## config.mk

```make
export PLATFORM = sky130hd
export DESIGN_NAME = packet_frame_reassembly_top
export DESIGN_NICKNAME = d
export VERILOG_FILES = /design/src/rtl/pfr_pkg.sv /design/src/rtl/packet_frame_reassembly_top.sv
export SDC_FILE = /design/constraint.sdc
export NUM_CORES = 2
export LEC_CHECK = 0
export ABC_AREA = 1
export BUFFER_PORTS_ARGS = -buffer_cell sky130_fd_sc_hd__buf_2
export CAP_MARGIN = 20
export CORE_MARGIN = 2
export CORE_UTILIZATION = 55
export CTS_CLUSTER_DIAMETER = 100
export DETAILED_ROUTE_END_ITERATION = 7
export PLACE_DENSITY = 0.73
export RECOVER_POWER = 50
export SYNTH_ARGS = -nofsm -noshare
export SYNTH_HDL_FRONTEND = slang
export SYNTH_SLANG_ARGS = --single-unit
```

## constraint.sdc

```tcl
create_clock -name clk -period 23.8 [get_ports clk]
set_input_delay 4.76 -clock clk [delete_from_list [all_inputs] [get_ports clk]]
set_output_delay 4.76 -clock clk [all_outputs]
set_load 0.01 [all_outputs]
```

## src/rtl/pfr_pkg.sv

```systemverilog
// Shared constants and types for the packet-to-frame-buffer reassembly block.
`timescale 1ns / 1ps

package pfr_pkg;

  localparam int NUM_BUFFERS = 16;
  localparam int BUF_W       = 4;
  localparam int CNT_W       = 5;

  localparam int CFG_IDX_W   = 3;
  localparam int CFG_DATA_W  = 24;

  typedef logic [BUF_W-1:0]      buf_id_t;
  typedef logic [CFG_IDX_W-1:0]  cfg_idx_t;

  // Configuration register indexes
  localparam cfg_idx_t REG_PACKETS_PER_FRAME     = 3'd0;
  localparam cfg_idx_t REG_PRIMARY_PACKET_COUNT  = 3'd1;
  localparam cfg_idx_t REG_PRIMARY_PACKET_BYTES  = 3'd2;
  localparam cfg_idx_t REG_TAIL_PACKET_BYTES     = 3'd3;
  localparam cfg_idx_t REG_HEADER_BYTES          = 3'd4;
  localparam cfg_idx_t REG_TYPE_STRIDE_BYTES     = 3'd5;
  localparam cfg_idx_t REG_SUBFRAME_STRIDE_BYTES = 3'd6;

  // Input word kinds
  localparam logic KIND_HEADER  = 1'b0;
  localparam logic KIND_RELEASE = 1'b1;

endpackage

```

## src/rtl/packet_frame_reassembly_top.sv

```systemverilog
// Packet-to-frame-buffer reassembly: frame table, free buffer queue and payload placement.
`timescale 1ns / 1ps

// Takes one word per clock: busy is always low, so every cycle with start high
// accepts a word. A packet-header word gives exactly one result, strobed by done
// for one cycle, once it has passed the input/product register and the result
// register. A buffer-release word gives no result. The cycle is set
// by the 16-entry frame-table compare feeding the buffer select and count
// increment, and by the four-term offset sum. The three offset products are
// formed at the input register. The free queue is empty after reset: buffers
// must be released before any packet lands outside the drop area.
module packet_frame_reassembly_top
  import pfr_pkg::*;
(
  input  logic                  clk,
  input  logic                  rst,
  // configuration
  input  logic                  cfg_write,
  input  cfg_idx_t              cfg_index,
  input  logic [CFG_DATA_W-1:0] cfg_data,
  // input words
  input  logic                  start,
  output logic                  busy,
  input  logic                  kind,
  input  logic [7:0]            packet_type,
  input  logic [7:0]            subframe_number,
  input  logic [15:0]           packet_index,
  input  logic [31:0]           frame_tag,
  input  logic [BUF_W-1:0]      released_buffer,
  // results
  output logic                  done,
  output logic [BUF_W-1:0]      buffer_id,
  output logic                  dropped,
  output logic [31:0]           payload_offset,
  output logic [15:0]           payload_bytes,
  output logic                  new_frame,
  output logic                  frame_complete,
  output logic                  frame_ready,
  output logic [31:0]           ready_frame_tag
);

  // configuration registers
  logic [15:0] packets_per_frame;
  logic [15:0] primary_packet_count;
  logic [15:0] primary_packet_bytes;
  logic [15:0] tail_packet_bytes;
  logic [15:0] header_bytes;
  logic [23:0] type_stride_bytes;
  logic [23:0] subframe_stride_bytes;

  always_ff @(posedge clk) begin
    if (rst) begin
      packets_per_frame     <= 16'd1;
      primary_packet_count  <= '0;
      primary_packet_bytes  <= '0;
      tail_packet_bytes     <= '0;
      header_bytes          <= '0;
      type_stride_bytes     <= '0;
      subframe_stride_bytes <= '0;
    end else if (cfg_write) begin
      case (cfg_index)
        REG_PACKETS_PER_FRAME:     packets_per_frame     <= cfg_data[15:0];
        REG_PRIMARY_PACKET_COUNT:  primary_packet_count  <= cfg_data[15:0];
        REG_PRIMARY_PACKET_BYTES:  primary_packet_bytes  <= cfg_data[15:0];
        REG_TAIL_PACKET_BYTES:     tail_packet_bytes     <= cfg_data[15:0];
        REG_HEADER_BYTES:          header_bytes          <= cfg_data[15:0];
        REG_TYPE_STRIDE_BYTES:     type_stride_bytes     <= cfg_data;
        REG_SUBFRAME_STRIDE_BYTES: subframe_stride_bytes <= cfg_data;
        default: ;
      endcase
    end
  end

  assign busy = 1'b0;

  logic accept;
  assign accept = start && !busy;

  // ---------------- input register with offset products ----------------
  logic             s1_valid;
  logic             s1_kind;
  logic [31:0]      s1_frame;
  logic [BUF_W-1:0] s1_rel;
  logic             s1_primary;
  logic [31:0]      s1_type_off;
  logic [31:0]      s1_sub_off;
  logic [31:0]      s1_pkt_off;

  always_ff @(posedge clk) begin
    if (rst) begin
      s1_valid <= 1'b0;
    end else begin
      s1_valid <= accept;
    end
  end

  always_ff @(posedge clk) begin
    if (accept) begin
      s1_kind     <= kind;
      s1_frame    <= frame_tag;
      s1_rel      <= released_buffer;
      s1_primary  <= packet_index < primary_packet_count;
      s1_type_off <= 32'(type_stride_bytes) * 32'(packet_type);
      s1_sub_off  <= 32'(subframe_stride_bytes) * 32'(subframe_number);
      s1_pkt_off  <= 32'(primary_packet_bytes) * 32'(packet_index);
    end
  end

  // ---------------- frame state ----------------
  logic                  seen_valid, seen_valid_next;
  logic [31:0]           seen_frame, seen_frame_next;
  buf_id_t               current_buffer, current_buffer_next;
  logic                  target_is_drop, target_is_drop_next;
  logic                  dropping_flag, dropping_flag_next;
  logic [BUF_W-1:0]      free_head, free_head_next;
  logic [CNT_W-1:0]      free_count, free_count_next;
  logic [15:0]           drop_count, drop_count_next;
  logic [NUM_BUFFERS-1:0] map_valid, map_valid_next;
  logic [31:0]           map_frame     [NUM_BUFFERS];
  buf_id_t               free_ids      [NUM_BUFFERS];
  logic [15:0]           packet_counts [NUM_BUFFERS];

  logic        is_header, is_release;
  logic        lookup, hit_any, pop, start_drop, push;
  buf_id_t     hit_id, pop_id, buf_sel;
  logic        drop_sel, drop_flag_eff;
  logic [15:0] count_base, count_new;
  logic        complete, ready;
  logic [BUF_W-1:0] free_tail;

  // lowest matching table entry wins
  always_comb begin
    hit_any = 1'b0;
    hit_id  = '0;
    for (int i = NUM_BUFFERS - 1; i >= 0; i--) begin
      if (map_valid[i] && map_frame[i] == s1_frame) begin
        hit_any = 1'b1;
        hit_id  = BUF_W'(i);
      end
    end
  end

  always_comb begin
    is_header  = s1_valid && s1_kind == KIND_HEADER;
    is_release = s1_valid && s1_kind == KIND_RELEASE;
    lookup     = is_header && (!seen_valid || s1_frame != seen_frame);
    pop        = lookup && !hit_any && free_count != '0;
    start_drop = lookup && !hit_any && free_count == '0;
    push       = is_release && free_count != CNT_W'(NUM_BUFFERS);
    free_tail  = free_head + free_count[BUF_W-1:0];
    pop_id     = free_ids[free_head];

    if (pop) begin
      buf_sel = pop_id;
    end else if (lookup && hit_any) begin
      buf_sel = hit_id;
    end else begin
      buf_sel = current_buffer;
    end

    drop_sel = lookup ? start_drop : target_is_drop;

    if (start_drop) begin
      drop_flag_eff = 1'b1;
    end else if (pop) begin
      drop_flag_eff = 1'b0;
    end else begin
      drop_flag_eff = dropping_flag;
    end

    // fresh buffer or fresh drop run counts from zero
    if (drop_sel) begin
      count_base = start_drop ? 16'd0 : drop_count;
    end else begin
      count_base = pop ? 16'd0 : packet_counts[buf_sel];
    end
    count_new = count_base + 16'd1;
    complete  = count_new == packets_per_frame;
    ready     = complete && !drop_flag_eff;

    seen_valid_next     = is_header ? !ready : seen_valid;
    seen_frame_next     = lookup ? s1_frame : seen_frame;
    current_buffer_next = (pop || (lookup && hit_any)) ? buf_sel : current_buffer;
    target_is_drop_next = lookup ? start_drop : target_is_drop;
    dropping_flag_next  = is_header ? drop_flag_eff : dropping_flag;
    drop_count_next     = (is_header && drop_sel) ? count_new : drop_count;
    free_head_next      = pop ? free_head + BUF_W'(1) : free_head;
    if (pop) begin
      free_count_next = free_count - CNT_W'(1);
    end else if (push) begin
      free_count_next = free_count + CNT_W'(1);
    end else begin
      free_count_next = free_count;
    end

    map_valid_next = map_valid;
    if (pop) begin
      map_valid_next[pop_id] = 1'b1;
    end
    // completion frees the entry, even one mapped this same word
    if (is_header && ready) begin
      map_valid_next[buf_sel] = 1'b0;
    end
  end

  always_ff @(posedge clk) begin
    if (rst) begin
      seen_valid     <= 1'b0;
      seen_frame     <= '0;
      current_buffer <= '0;
      target_is_drop <= 1'b0;
      dropping_flag  <= 1'b0;
      free_head      <= '0;
      free_count     <= '0;
      drop_count     <= '0;
      map_valid      <= '0;
    end else begin
      seen_valid     <= seen_valid_next;
      seen_frame     <= seen_frame_next;
      current_buffer <= current_buffer_next;
      target_is_drop <= target_is_drop_next;
      dropping_flag  <= dropping_flag_next;
      free_head      <= free_head_next;
      free_count     <= free_count_next;
      drop_count     <= drop_count_next;
      map_valid      <= map_valid_next;
    end
  end

  always_ff @(posedge clk) begin
    if (pop) begin
      map_frame[pop_id] <= s1_frame;
    end
    if (is_header && !drop_sel) begin
      packet_counts[buf_sel] <= count_new;
    end
    if (push) begin
      free_ids[free_tail] <= s1_rel;
    end
  end

  // ---------------- result register ----------------
  always_ff @(posedge clk) begin
    if (rst) begin
      done <= 1'b0;
    end else begin
      done <= is_header;
    end
  end

  always_ff @(posedge clk) begin
    if (is_header) begin
      buffer_id       <= drop_sel ? '0 : buf_sel;
      dropped         <= drop_sel;
      payload_offset  <= 32'(header_bytes) + s1_type_off + s1_sub_off + s1_pkt_off;
      payload_bytes   <= s1_primary ? primary_packet_bytes : tail_packet_bytes;
      new_frame       <= lookup && !hit_any;
      frame_complete  <= complete;
      frame_ready     <= ready;
      ready_frame_tag <= ready ? s1_frame : 32'd0;
    end
  end

`ifndef SYNTHESIS
  a_done_from_header: assert property (@(posedge clk) disable iff (rst)
    done |-> $past(s1_valid && s1_kind == KIND_HEADER))
    else $error("result strobe without a header word");

  a_ready_not_dropped: assert property (@(posedge clk) disable iff (rst)
    done && frame_ready |-> frame_complete && !dropped)
    else $error("frame announced while dropping or incomplete");

  a_free_count_bound: assert property (@(posedge clk) disable iff (rst)
    free_count <= CNT_W'(NUM_BUFFERS))
    else $error("free queue overfilled");

  a_drop_implies_flag: assert property (@(posedge clk) disable iff (rst)
    target_is_drop |-> dropping_flag)
    else $error("drop target without dropping flag");

  a_ready_clears_seen: assert property (@(posedge clk) disable iff (rst)
    is_header && ready |=> !seen_valid && !map_valid[$past(buf_sel)])
    else $error("completed frame left mapped");
`endif

endmodule
```

### Yosys cells after proc, flatten, opt, wreduce, memory -nomap -nowiden

Memories as Yosys holds them, arrays and structs flattened. A register that Yosys moved wholly into a read port is not among the register bits.
Index checks and enable logic that the tools add are counted.

| operators by class | value |
|---|---|
| add/sub/neg operators | 8 |
| multipliers | 3 |
| order comparisons | 5 |
| equal/unequal tests | 25 |
| muxes and demuxes | 57 |
| bitwise gates (word level) | 4 |
| reduce and logical (&&, ||, !) cells | 48 |

Operators with widths:

| cell | count |
|---|---|
| 32-bit == test | 16 |
| 16-bit 2-to-1 mux | 6 |
| 4-bit 2-to-1 mux | 20 |
| 32-bit adder | 2 |
| 24-bit by 8-bit multiplier with 32-bit output | 2 |
| 16-bit by 32-bit adder with 32-bit output | 1 |
| 16-bit by 16-bit multiplier with 32-bit output | 1 |
| 32-bit inequality test | 1 |
| 1-bit logical AND | 30 |
| 1-bit 2-to-1 mux | 27 |
| 16-bit by 1-bit adder with 16-bit output, second input constant | 1 |
| 16-bit AND | 1 |
| 16-bit == test | 1 |
| 16-bit less-than comparator | 1 |
| 16-bit inverter | 1 |
| 16-bit OR | 1 |
| 2-bit AND reduction | 7 |
| 4-bit by 5-bit less-than comparator with 1-bit output, second input constant | 2 |
| 5-bit 2-to-1 mux | 2 |
| 3-bit == test, second input constant | 3 |
| 1-bit demux with 4-bit select | 2 |
| 4-bit by 1-bit >= comparator with 1-bit output, second input constant | 2 |
| 3-bit by 2-bit == test with 1-bit output, second input constant | 2 |
| 5-bit by 1-bit adder with 5-bit output, second input constant | 1 |
| 12 further kinds | 17 |

| storage, ports and cells | value |
|---|---|
| bits in registers | 432 |
| bits in writable memories | 832 |
| input bits | 100 |
| output and inout port bits | 90 |
| logic and storage cells | 186 |
| memories kept | 3 |

Memory list:

| memory | depth | width | read ports | clocked after memory_dff | wr ports | RTL line | RTL |
|---|---|---|---|---|---|---|---|
| map_frame | 16 | 32 | 16 | 0 | 1 | packet_frame_reassembly_top.sv:119 | `logic [31:0] map_frame [NUM_BUFFERS];` |
| packet_counts | 16 | 16 | 1 | 0 | 1 | packet_frame_reassembly_top.sv:121 | `logic [15:0] packet_counts [NUM_BUFFERS];` |
| free_ids | 16 | 4 | 1 | 1 | 1 | packet_frame_reassembly_top.sv:120 | `buf_id_t free_ids [NUM_BUFFERS];` |

### Logic depth before layout (Yosys ltp)

An unclocked memory read counts as a cell.

| logic depth | value |
|---|---|
| depth in word-level cells | 31 |
| mapped depth | 53 |
| depth with buffers taken out | 50 |

### Worst setup path after synthesis

Ideal clock, no wire load.

| timing path | value |
|---|---|
| kind | in2reg |
| start | input port packet_index[1] |
| end | register s1_pkt_off[30] (data pin) |
| arrival | 11105 ps |
| slack | 12435 ps |
| stages | 37 |
| path buffers | 2 |
| path through | clkbuf_1 -> clkbuf_1 -> nand2_1 -> fa_1 -> inv_1 -> fa_1 -> inv_1 -> fa_1 -> fa_1 -> inv_1 -> fa_1 -> inv_1 -> fa_1 -> inv_1 -> ha_1 -> nand2_1 -> inv_1 -> nand4_1 -> o211ai_1 -> a21oi_1 -> o21bai_1 -> a21oi_1 -> o21ai_0 -> a21oi_1 -> o21bai_1 -> a21oi_1 -> o21bai_1 -> nand3_1 -> nand2_1 -> nand3_1 -> nand2_1 -> nand3_1 -> nand2_1 -> a21oi_1 -> nor2_1 -> nor2_1 -> xor2_1 |

| between the ends | value |
|---|---|
| longest elaborated chain between the ends | 1 |

Ends and longest elaborated chain:

| item | RTL line | RTL |
|---|---|---|
| from (decl) | packet_frame_reassembly_top.sv:27 | `input logic [15:0] packet_index,` |
| 16-bit by 16-bit multiplier with 32-bit output | packet_frame_reassembly_top.sv:105 | `s1_pkt_off <= 32'(primary_packet_bytes) * 32'(packet_index);` |
| to (signal assigned) | packet_frame_reassembly_top.sv:105 |  |
| to (decl) | packet_frame_reassembly_top.sv:87 | `logic [31:0] s1_pkt_off;` |

No other way between the ends.
A chain may end at the register's enable or synchronous reset.

### Final worst setup path

| timing path | value |
|---|---|
| start | register s1_frame[22] |
| end | register ready_frame_tag[6] (data pin) |

| between the ends | value |
|---|---|
| longest elaborated chain between the ends | 28 |
| elaborated cells between the ends (all ways) | 85 |

Ends and longest elaborated chain:

| item | RTL line | RTL |
|---|---|---|
| from (decl) | packet_frame_reassembly_top.sv:82 | `logic [31:0] s1_frame;` |
| from (signal assigned) | packet_frame_reassembly_top.sv:100 | `s1_frame <= frame_tag;` |
| 32-bit == test | packet_frame_reassembly_top.sv:136 | `if (map_valid[i] && map_frame[i] == s1_frame) begin` |
| 1-bit logical AND | packet_frame_reassembly_top.sv:136 |  |
| 1-bit 2-to-1 mux (16 in series) | packet_frame_reassembly_top.sv:136 |  |
| 1-bit logical NOT | packet_frame_reassembly_top.sv:147, packet_frame_reassembly_top.sv:148 |  |
| 1-bit logical AND | packet_frame_reassembly_top.sv:147, packet_frame_reassembly_top.sv:148 |  |
| 1-bit logical AND | packet_frame_reassembly_top.sv:147 | `pop = lookup && !hit_any && free_count != '0;` |
| 4-bit 2-to-1 mux | packet_frame_reassembly_top.sv:153 | `if (pop) begin` |
| memory read 16 x 16 bit | - |  |
| 16-bit 2-to-1 mux | packet_frame_reassembly_top.sv:175 | `count_base = pop ? 16'd0 : packet_counts[buf_sel];` |
| 16-bit 2-to-1 mux (*) | packet_frame_reassembly_top.sv:172 | `if (drop_sel) begin` |
| 16-bit by 1-bit adder with 16-bit output (*) | packet_frame_reassembly_top.sv:177 | `count_new = count_base + 16'd1;` |
| via count_new[13] | packet_frame_reassembly_top.sv:127 | `logic [15:0] count_base, count_new;` |
| 16-bit == test (*) | packet_frame_reassembly_top.sv:178 | `complete = count_new == packets_per_frame;` |
| via complete | packet_frame_reassembly_top.sv:128 | `logic complete, ready;` |
| 1-bit logical AND (*) | packet_frame_reassembly_top.sv:179 | `ready = complete && !drop_flag_eff;` |
| to (signal assigned) | packet_frame_reassembly_top.sv:260 | `ready_frame_tag <= ready ? s1_frame : 32'd0;` |
| to (decl) | packet_frame_reassembly_top.sv:39 | `output logic [31:0] ready_frame_tag` |

The timed path passes the listed nets; every way through them passes the cells marked *.

==> results.toml <==
[status]
status = "finished, violations left"
violations = "capacitance limit, slew limit"

[floorplanning]
core_mm2 = 0.1338
rows = 134
die_area_mm2 = 0.1381
boundaryPins = 190
die_x_um = 371.6
initial_core_util_pct = 55.55
die_h_um = 371.6

[worst_setup_path]
cpPeakStageDelay_ns = 2.13
arrival_ns = 14.85
startpoint_type = "flop"
cpMostUsedCell = "nand2_1"
critPathKind = "flop to flop"
startpoint = "s1_frame[22]"
cpMaxStageDelayCell = "clkbuf_1"
required_ns = 24.42
timing.rr.start = "s1_frame[22]"
regToRegSetupSlack_ns = 9.57
endpoint_kind = "flop"
rr_endpoint = "ready_frame_tag[6]"
rr_worst_depth = 42
crit_fanout = 59

[worst_hold_path]
worst_hold_path_type = "flop to flop"
min-delay-start = "tail_packet_bytes[9]"
holdPathEnd = "tail_packet_bytes[9]"
whs_path_depth = 2

[clock_tree]
post_cts_buffers = 0
htreeDepth = 4
cts_hold_buf = 0
cts_buffers = 135
cts_sinks = 1268
cts_tree = "done"
path_clk_slew_ns = 0.06
cts_resized = 0
cts_buffer_depth = 3
cts_root_buf = "clkbuf_16"
clk_latency_ns = 0.82

[layout]
synthToLayoutAreaGrowth_pct = 8.777
final_common_cell = "nand2_1"
layout_common_cells = "nand2_1 (1462), inv_1 (1116), edfxtp_1 (1054)"
fin_area_mm2 = 0.08085
fin_util_pct = 60.43
layout-drive-gt1-share_pct = 7.648
nets = 8266

[logic_synthesis]
synth_seq_area_share_pct = 48.35
syn_nets = 8212
ys_async_sr_fraction_pct = 0
ys.flop_type = "edfxtp_1"
synth.avg_cell_area_um2 = 10.14
yosys.cell_types.count = 62
syn_inst = 7328
synth-edff-count = 1054
yosysWarnings = 0
synth.cell_area_mm2 = 0.07433
yosys_register_bits = 1268

[placed_design]
dpl-instance-area_mm2 = 0.07652
gp_congestion = 0.8765
pre_cts_ws_ns = 12.04
io_buffers = 188
hpwl_um = 130300

[detailed_routing]
vias_per_cell = 5.741
finalWirelength_um = 201900
wire_per_inst_um = 21.80
initialDrtViolationCount = 6038
drtAntennaViolNets = 0
route.detailed.drc = 0
firstDrtPassIters = 6
via_count = 53163

[global_routing]
grt_start_max_net_pins = 102
grt_pass1_vias = 52750
antenna_found_initial = 13
grt_pass1_wl_um = 307600
overflow = 0
grt_usage_pct = 29.57

[power]
power.leakage_uw = 0.03441
power.density_mw_per_mm2 = 70.88
worst_ir_drop_vdd_v = 0.00006911

[timing]
relSlewSlack_pct = -190.0
min_period_ns = 14.23
layout_setup_ws_ns = 9.570
slew_viol_final = 1421
setup_viol = 0
finalCritPeriodShare_pct = 59.79
worst_pin_slew_ns = 4.351
finClkSkew_ns = 0.06308
tns_ns = 0
finalHoldViolCount = 0
max_freq_mhz = 70.27
rsz0062_at_grt = "no"

[job]
cap_violations = 47
## stage by stage
| step | hold slack (ns) | total power, uW | std cells |
|---|---|---|---|
| floorplan | 0.4244 | 3272 | 7328 |
| global placement | 0.4335 | 3573 | 9012 |
| detailed placement | 0.4446 | 3598 | 9012 |
| CTS | 0.4530 | 5738 | 9259 |
| global route | 0.4781 | 5945 | 9261 |
| finish | 0.4550 | 5731 | 9261 |
## worst max-delay path: cells and delay by family (launching register included)
kind	cells	cell delay, ns
buf+inv	6	6.44
compound gates	2	0.36
flops	1	0.32
simple gates	34	6.85
## synthesized netlist by cell type (5+ instances only)
cell | n | area (um^2)
nand2_1 | 1460 | 5480
inv_1 | 1115 | 4185
edfxtp_1 | 1054 | 31650
nor2_1 | 572 | 2147
fa_1 | 507 | 10150
o21ai_0 | 348 | 1742
ha_1 | 277 | 3466
a21oi_1 | 231 | 1156
dfxtp_1 | 214 | 4284
clkbuf_1 | 212 | 795.8
xor2_1 | 164 | 1436
nand3_1 | 145 | 725.7
xnor2_1 | 123 | 1077
nand4_1 | 117 | 732.0
o22ai_1 | 116 | 725.7
buf_2 | 73 | 365.4
o21ai_1 | 72 | 360.4
nand3b_1 | 62 | 465.5
inv_2 | 44 | 165.2
buf_4 | 43 | 322.8
nor4_1 | 42 | 262.8
nor2_2 | 37 | 231.5
nor3_1 | 32 | 160.2
o211ai_1 | 29 | 217.7
a22o_1 | 27 | 236.5
buf_6 | 25 | 281.5
a211oi_1 | 24 | 180.2
o21bai_1 | 22 | 165.2
or2_2 | 20 | 125.1
mux2i_1 | 16 | 160.2
nand2_2 | 13 | 81.33
a221oi_1 | 12 | 105.1
or2_1 | 7 | 43.79
a21o_1 | 6 | 45.04
a22oi_1 | 6 | 45.04
o2111ai_1 | 6 | 52.55
a31oi_1 | 5 | 31.28
nand2_4 | 5 | 56.30
## cell families after synthesis
kind of cell	after synthesis	synth area share, %
xor gates and xnor gates	287	3.382
and+or+nand+nor	2532	14.45
buffers and inverters	1521	8.284
other	1	0.005045
DFF	1268	48.35
AOI/OAI and AO/OA	919	7.000
muxes	16	0.2155
adders and majority gates	784	18.32
## flip-flops by register name, summed over array words and instances, names as in the netlist, 24 cells and up, named ones only
name and count:
packet_counts 256, s1_type_off 32, type_stride_bytes 24, free_ids 64
ready_frame_tag 32, s1_sub_off 32, s1_pkt_off 32, subframe_stride_bytes 24
payload_offset 32, s1_frame 32, map_frame 512, seen_frame 32
## where the power goes
part	internal, uW	switching, uW	total (uW)
registers	2550	58.6	2610
clock network	1220	935	2160
logic	297	671	968
## how the worst max path moves through the flow
| stage | slack, ns | cells past startpoint | end |
|---|---|---|---|
| 3_3_place_gp | 12.10 | 36 | s1_pkt_off[30] |
| 6_report | 9.57 | 42 | ready_frame_tag[6] |
| 5_1_grt | 8.94 | 42 | ready_frame_tag[6] |
| 3_5_place_dp | 12.04 | 36 | s1_pkt_off[30] |
| 4_1_cts | 12.88 | 36 | s1_pkt_off[30] |
| 2_1_floorplan | 12.44 | 37 | s1_pkt_off[30] |
## final cells by class
type,count,area (um^2)
repair buffers,274,1399
multi-input cells,4539,32350
fillers,10895,52940
clock inverters,75,996.0
diodes,1,2.502
inverters,1164,4378
clock buffers,172,3578
well taps,1768,2212
flip-flops and latches,1268,35930
## per-layer routing
layer / GRT usage [%] / vias up / wire, um
met4: 13.45 / 10 / 10220
met5: 0 / - / 63
met2: 48.06 / 2851 / 94370
li1: - / 23891 / -
met3: 5.913 / 581 / 21950
met1: 38.41 / 25830 / 75300
No activity file was read; power rests on OpenSTA's default activity.
